==> src/sv/tss_pkg.sv <==
// Shared types and constants for the triangular system solver.
// No dependencies; imported by every module of the block.
package tss_pkg;

  localparam int MaxOrder  = 64;
  localparam int IdxW      = $clog2(MaxOrder);
  localparam int OrdW      = IdxW + 1;
  localparam int DataW     = 32;
  localparam int FracBits  = 16;
  localparam int AddrW     = 2 * IdxW;
  localparam int ProdW     = 2 * DataW;
  localparam int NumW      = DataW + FracBits;
  localparam int DivCntW   = $clog2(NumW);

  // configuration register indexes
  localparam logic CFG_MODE = 1'b0;
  localparam logic CFG_SIZE = 1'b1;

  // item actions
  localparam logic [1:0] ACT_LOAD_MAT = 2'd0;
  localparam logic [1:0] ACT_LOAD_RHS = 2'd1;
  localparam logic [1:0] ACT_SOLVE    = 2'd2;

  typedef struct packed {
    logic [1:0]              action;
    logic [IdxW-1:0]         row;
    logic [IdxW-1:0]         col;
    logic signed [DataW-1:0] value;
  } item_t;

  typedef struct packed {
    logic [IdxW-1:0]         index;
    logic signed [DataW-1:0] solution;
    logic                    last;
    logic                    status;
  } result_t;

  typedef enum logic [3:0] {
    S_IDLE, S_ROW, S_RD, S_MUL, S_ACC, S_PRD, S_PIV, S_DIV, S_WR,
    S_ORD, S_OLD, S_OWAIT
  } state_t;

  // controller to datapath commands
  typedef struct packed {
    logic            wr_mat;
    logic            wr_rhs;
    logic            clr_sum;
    logic            rd_mac;
    logic            do_mul;
    logic            do_acc;
    logic            rd_piv;
    logic            ld_piv;
    logic            div_step;
    logic            wr_sol;
    logic            rd_out;
    logic            ld_out;
    logic            last;
    logic [IdxW-1:0] row;
    logic [IdxW-1:0] col;
  } cmd_t;

  // datapath to controller status
  typedef struct packed {
    logic piv_zero;
  } stat_t;

endpackage

==> src/sv/tss_ctrl.sv <==
// Solver sequencer: configuration registers, loop counters and the FSM.
// Depends on tss_pkg; drives tss_datapath through cmd_t.
module tss_ctrl import tss_pkg::*; (
  input  logic             clk,
  input  logic             rst,
  input  logic             item_valid,
  input  logic [1:0]       item_action,
  output logic             item_stall,
  output logic             result_valid,
  input  logic             result_stall,
  input  logic             cfg_we,
  input  logic             cfg_index,
  input  logic [OrdW-1:0]  cfg_data,
  input  stat_t            stat,
  output cmd_t             cmd
);

  state_t              state, state_next;
  logic                mode;
  logic [OrdW-1:0]     n;
  logic [OrdW-1:0]     k, k_next;
  logic [OrdW-1:0]     j, j_next;
  logic [OrdW-1:0]     jend, jend_next;
  logic [DivCntW-1:0]  dcnt, dcnt_next;
  logic [OrdW-1:0]     i_full;
  logic [IdxW-1:0]     i;
  logic                fire_in;

  assign fire_in    = item_valid && !item_stall;
  assign item_stall = (state != S_IDLE);
  assign i_full     = mode ? (n - OrdW'(1) - k) : k;
  assign i          = i_full[IdxW-1:0];

  // configuration registers, order clamped to 1..MaxOrder
  always_ff @(posedge clk) begin
    if (rst) begin
      mode <= 1'b0;
      n    <= OrdW'(MaxOrder);
    end else if (cfg_we) begin
      case (cfg_index)
        CFG_MODE: mode <= cfg_data[0];
        CFG_SIZE: begin
          if (cfg_data == '0) n <= OrdW'(1);
          else if (cfg_data > OrdW'(MaxOrder)) n <= OrdW'(MaxOrder);
          else n <= cfg_data;
        end
        default: ;
      endcase
    end
  end

  // state and counters
  always_ff @(posedge clk) begin
    if (rst) begin
      state <= S_IDLE;
      k     <= '0;
      j     <= '0;
      jend  <= '0;
      dcnt  <= '0;
    end else begin
      state <= state_next;
      k     <= k_next;
      j     <= j_next;
      jend  <= jend_next;
      dcnt  <= dcnt_next;
    end
  end

  // next state and commands
  always_comb begin
    state_next   = state;
    k_next       = k;
    j_next       = j;
    jend_next    = jend;
    dcnt_next    = dcnt;
    cmd          = '0;
    cmd.row      = i;
    cmd.col      = j[IdxW-1:0];
    result_valid = 1'b0;
    case (state)
      S_IDLE: begin
        if (fire_in) begin
          case (item_action)
            ACT_LOAD_MAT: cmd.wr_mat = 1'b1;
            ACT_LOAD_RHS: cmd.wr_rhs = 1'b1;
            ACT_SOLVE: begin
              k_next     = '0;
              state_next = S_ROW;
            end
            default: ;
          endcase
        end
      end
      // set inner range for row i
      S_ROW: begin
        cmd.clr_sum = 1'b1;
        j_next      = mode ? i_full + OrdW'(1) : '0;
        jend_next   = mode ? n : i_full;
        state_next  = S_RD;
      end
      S_RD: begin
        if (j == jend) begin
          state_next = S_PRD;
        end else begin
          cmd.rd_mac = 1'b1;
          state_next = S_MUL;
        end
      end
      S_MUL: begin
        cmd.do_mul = 1'b1;
        state_next = S_ACC;
      end
      S_ACC: begin
        cmd.do_acc = 1'b1;
        j_next     = j + OrdW'(1);
        state_next = S_RD;
      end
      // fetch pivot and rhs
      S_PRD: begin
        cmd.rd_piv = 1'b1;
        cmd.col    = i;
        state_next = S_PIV;
      end
      S_PIV: begin
        cmd.ld_piv = 1'b1;
        dcnt_next  = '0;
        state_next = S_DIV;
      end
      // one quotient bit per cycle
      S_DIV: begin
        if (stat.piv_zero) begin
          state_next = S_WR;
        end else begin
          cmd.div_step = 1'b1;
          dcnt_next    = dcnt + DivCntW'(1);
          if (dcnt == DivCntW'(NumW - 1)) state_next = S_WR;
        end
      end
      S_WR: begin
        cmd.wr_sol = 1'b1;
        if (k + OrdW'(1) == n) begin
          k_next     = '0;
          state_next = S_ORD;
        end else begin
          k_next     = k + OrdW'(1);
          state_next = S_ROW;
        end
      end
      // stream solution out in index order
      S_ORD: begin
        cmd.rd_out = 1'b1;
        cmd.row    = k[IdxW-1:0];
        state_next = S_OLD;
      end
      S_OLD: begin
        cmd.ld_out = 1'b1;
        cmd.row    = k[IdxW-1:0];
        cmd.last   = (k == n - OrdW'(1));
        state_next = S_OWAIT;
      end
      S_OWAIT: begin
        result_valid = 1'b1;
        if (!result_stall) begin
          if (k == n - OrdW'(1)) begin
            state_next = S_IDLE;
          end else begin
            k_next     = k + OrdW'(1);
            state_next = S_ORD;
          end
        end
      end
      default: state_next = S_IDLE;
    endcase
  end

endmodule

==> config.mk <==
export PLATFORM = sky130hd
export DESIGN_NAME = tss_ctrl
export DESIGN_NICKNAME = d
export VERILOG_FILES = /design/src/sv/tss_pkg.sv /design/src/sv/tss_ctrl.sv
export SDC_FILE = /design/constraint.sdc
export NUM_CORES = 1
export LEC_CHECK = 0
export BUFFER_PORTS_ARGS = -buffer_cell sky130_fd_sc_hd__buf_2
export CAP_MARGIN = 5
export CORE_ASPECT_RATIO = 0.7
export CORE_MARGIN = 2
export CORE_UTILIZATION = 32
export CTS_BUF_LIST = sky130_fd_sc_hd__clkbuf_8
export CTS_CLUSTER_DIAMETER = 120
export DETAILED_ROUTE_END_ITERATION = 8
export SYNTH_ARGS = -nofsm -noshare
export SYNTH_HDL_FRONTEND = slang
export SYNTH_SLANG_ARGS = --single-unit
==> constraint.sdc <==
create_clock -name clk -period 7.9 [get_ports clk]
set_input_delay 0.79 -clock clk [delete_from_list [all_inputs] [get_ports clk]]
set_output_delay 0.79 -clock clk [all_outputs]
set_load 0.01 [all_outputs]
==> flow_metrics.py <==
metrics = {
    "run_status": {
        "status": "finished clean",
    },
    "floorplan": {
        "fp-row-count": 29,
        "fp.dieW_um": 119.7,
        "io_pins": 43,
        "fp.coreArea_um2": 9071,
        "dieHeight_um": 85.02,
        "initial_core_util_pct": 33.08,
        "dieArea_um2": 10180,
    },
    "critical_path": {
        "crit_family": "compound AO/OA/AOI/OAI gates",
        "cpMostUsedCell": "ha_1",
        "crit_type": "flip-flop to output pin",
        "path_depth": 9,
        "cp_max_fo": 5,
        "path_buf_inv": 2,
        "r2r_cells": 11,
        "crit_chain": "inv_1 > ha_1 > or3b_4 > xnor2_1 > ha_1 > nand2_1 > o311ai_0 > mux2_2 > buf_2",
        "critical-path-max-stage-delay_ps": 720,
        "cp-end-kind": "output pin",
        "startpoint_type": "flip-flop",
        "crit_path_top_delay_cell": "o311ai_0",
        "arrival_ps": 3060,
        "worstPathRequired_ps": 7110,
    },
    "grt": {
        "grt_use_total_pct": 16.32,
        "overflow": 0,
        "grt_max_degree": 39,
        "antenna_found_initial": 0,
        "grt_pass1_wl_um": 13330,
        "grt_pass1_vias": 2643,
    },
    "clock_network": {
        "clk_pin_slew_worst_paths_ps": 80,
        "cts_resized": 0,
        "cts.path.max_buffers": 2,
        "cts_made_buffers": 5,
        "post_cts.repair.setup_buffers": 0,
        "clock_sinks": 39,
        "cts_hold_buf": 0,
        "clk_latency_ps": 310,
        "cts-htree-levels": 2,
        "clock_tree.root_cell": "clkbuf_8",
        "tritoncts": "yes",
    },
    "layout": {
        "drive_gt1_share_pct": 15.93,
        "area.growth.synth_to_final_pct": 10.51,
        "multi_input_area_um2": 1994,
        "utilization_pct": 36.55,
        "nFillCells": 990,
        "final_common_cell": "nor2_1",
        "layout_common_cells": "nor2_1, buf_2, dfxtp_1",
        "regArea_um2": 780.7,
        "final_nets": 454,
        "antennaDiodeCount": 0,
    },
    "place": {
        "preCtsSetupSlack_ps": 4428,
        "place_congestion": 0.8501,
        "port_buffers": 42,
        "hpwl_um": 6035,
    },
    "detailed_routing": {
        "wl_per_cell_um": 14.63,
        "viasPerCell": 5.298,
        "drt_first_pass_iters": 4,
        "drt_iter0_drc": 221,
        "drc": 0,
        "drtAntennaViolNets": 0,
        "num_vias": 2919,
        "wirelength_um": 8060,
    },
    "power_and_ir_drop": {
        "peakVddDrop_uv": 54.21,
        "power.density_nw_per_um2": 158.3,
        "leakage_nw": 1.290,
    },
    "logic_synthesis": {
        "synthArstFlopShare_pct": 0,
        "synth-edff-count": 0,
        "synth.distinct_cells": 65,
        "ys.flop_type": "dfxtp_1",
        "postSynthAreaPerCell_um2": 7.520,
        "ys_ff_latch": 39,
        "syn_area_um2": 3000,
        "netlist_instances": 399,
        "ys_seq_area_share_pct": 26.02,
        "synth_nets": 427,
        "yosysWarnings": 0,
    },
    "sta": {
        "setup_tns_ps": 0,
        "finalSetupViolations": 0,
        "fin_skew_ps": 8.213,
        "fin_ws_ps": 4049,
        "fin_crit_ps": 3851,
        "drv_slew": 0,
        "hold_viol_final": 0,
        "fmax_mhz": 259.7,
        "relSlewSlack_pct": 41.10,
        "tightest_slew_ps": 880.3,
        "rsz0062_at_grt": "no",
        "finalCritPeriodShare_pct": 48.75,
    },
    "flow_run": {
        "maxCapViolCount": 0,
    },
    "worst_hold_path": {
        "hold_path_depth": 2,
        "hp-class": "flip-flop to flip-flop",
    },
}
## cells in the mapped netlist (4+ instances only)
| library cell | n | area share, % |
|---|---|---|
| clkbuf_1 | 10 | 1.3 |
| nor2b_1 | 4 | 0.83 |
| xor2_1 | 13 | 3.8 |
| nand4_1 | 4 | 0.83 |
| nor4_1 | 5 | 1.0 |
| a211oi_1 | 9 | 2.3 |
| nor3_1 | 17 | 2.8 |
| nand2_1 | 37 | 4.6 |
| or2_2 | 4 | 0.83 |
| mux2_2 | 5 | 1.9 |
| nand2b_1 | 9 | 1.9 |
| o21ai_0 | 14 | 2.3 |
| nand3_1 | 14 | 2.3 |
| and3_1 | 4 | 0.83 |
| nor3b_1 | 8 | 2.0 |
| a21oi_1 | 37 | 6.2 |
| mux2i_1 | 5 | 1.7 |
| nor2_1 | 51 | 6.4 |
| a31oi_1 | 5 | 1.0 |
| clkbuf_8 | 4 | 1.8 |
| xnor2_1 | 15 | 4.4 |
| or3_1 | 4 | 0.83 |
| dfxtp_1 | 39 | 26 |
| inv_1 | 18 | 2.3 |
| ha_1 | 11 | 4.6 |
## kinds of logic after synthesis
group | share of synthesized area [%]
and+or+nand+nor | 30.19
AOI/OAI and AO/OA | 19.31
DFF | 26.02
buffers and inverters | 7.506
xor gates and xnor gates | 8.174
adders and majority gates | 5.254
muxes | 3.545
## registers in the layout, summed over array words and instances (netlist names)
| signal | flops |
|---|---|
| n | 7 |
| k | 7 |
| mode | 1 |
| state | 4 |
| j | 7 |
| dcnt | 6 |
| jend | 7 |
## power by group
part / switching, mW / internal [mW] / leakage [nW] / total, mW
clock: 0.0775 / 0.0786 / 0.0557 / 0.156
sequential: 0.0169 / 0.208 / 0.316 / 0.225
combinational: 0.0872 / 0.0565 / 0.918 / 0.144
total: 0.182 / 0.343 / 1.29 / 0.525
## per-stage QoR
stage	cells	cell area, µm²	total power, mW	hold WS [ps]
after floorplan	399	3000	0.3378	449.3
after global placement	543	3216	0.3693	465.2
after detailed placement	543	3216	0.3723	469.7
after CTS	551	3316	0.5258	480.7
after global routing	551	3316	0.5542	499.6
final	551	3316	0.5249	477.7
## worst paths after layout
check                           slack, ps                 start                    to
worst min-delay path                  480  dcnt[1]$_SDFFE_PP0P_  dcnt[1]$_SDFFE_PP0P_
worst max-delay path                 4050     n[0]$_SDFFE_PP0P_                cmd[5]
worst min register to register        480  dcnt[1]$_SDFFE_PP0P_  dcnt[1]$_SDFFE_PP0P_
worst max register to register       4730     n[0]$_SDFFE_PP0P_     k[3]$_SDFFE_PP0P_
## cell type report
type | instances | area share (%)
clock buffer | 7 | 2.906
tap | 124 | 4.679
sequential | 39 | 23.55
multi-input combinational | 319 | 60.15
inverter | 18 | 2.038
timing repair buffer | 43 | 6.566
clock inverter | 1 | 0.1132
## worst reg2reg max path: stages (launching register included)
cell and delay, ps:
dfxtp_1 360, inv_1 80, ha_1 170, or3b_4 400, xnor2_1 130, ha_1 400
and4_2 270, o2111ai_2 220, a32oi_2 620, nor3_1 80, o21ai_0 220, a21oi_1 90
## per-layer routing
metal	track usage [%]	wire length, µm	vias up
met1	25.16	4236	1344
met5	0	0	-
met4	4.706	82	0
met2	22.60	3189	98
met3	3.293	552	8
li1	-	-	1469
No activity file was read; power rests on OpenSTA's default activity.
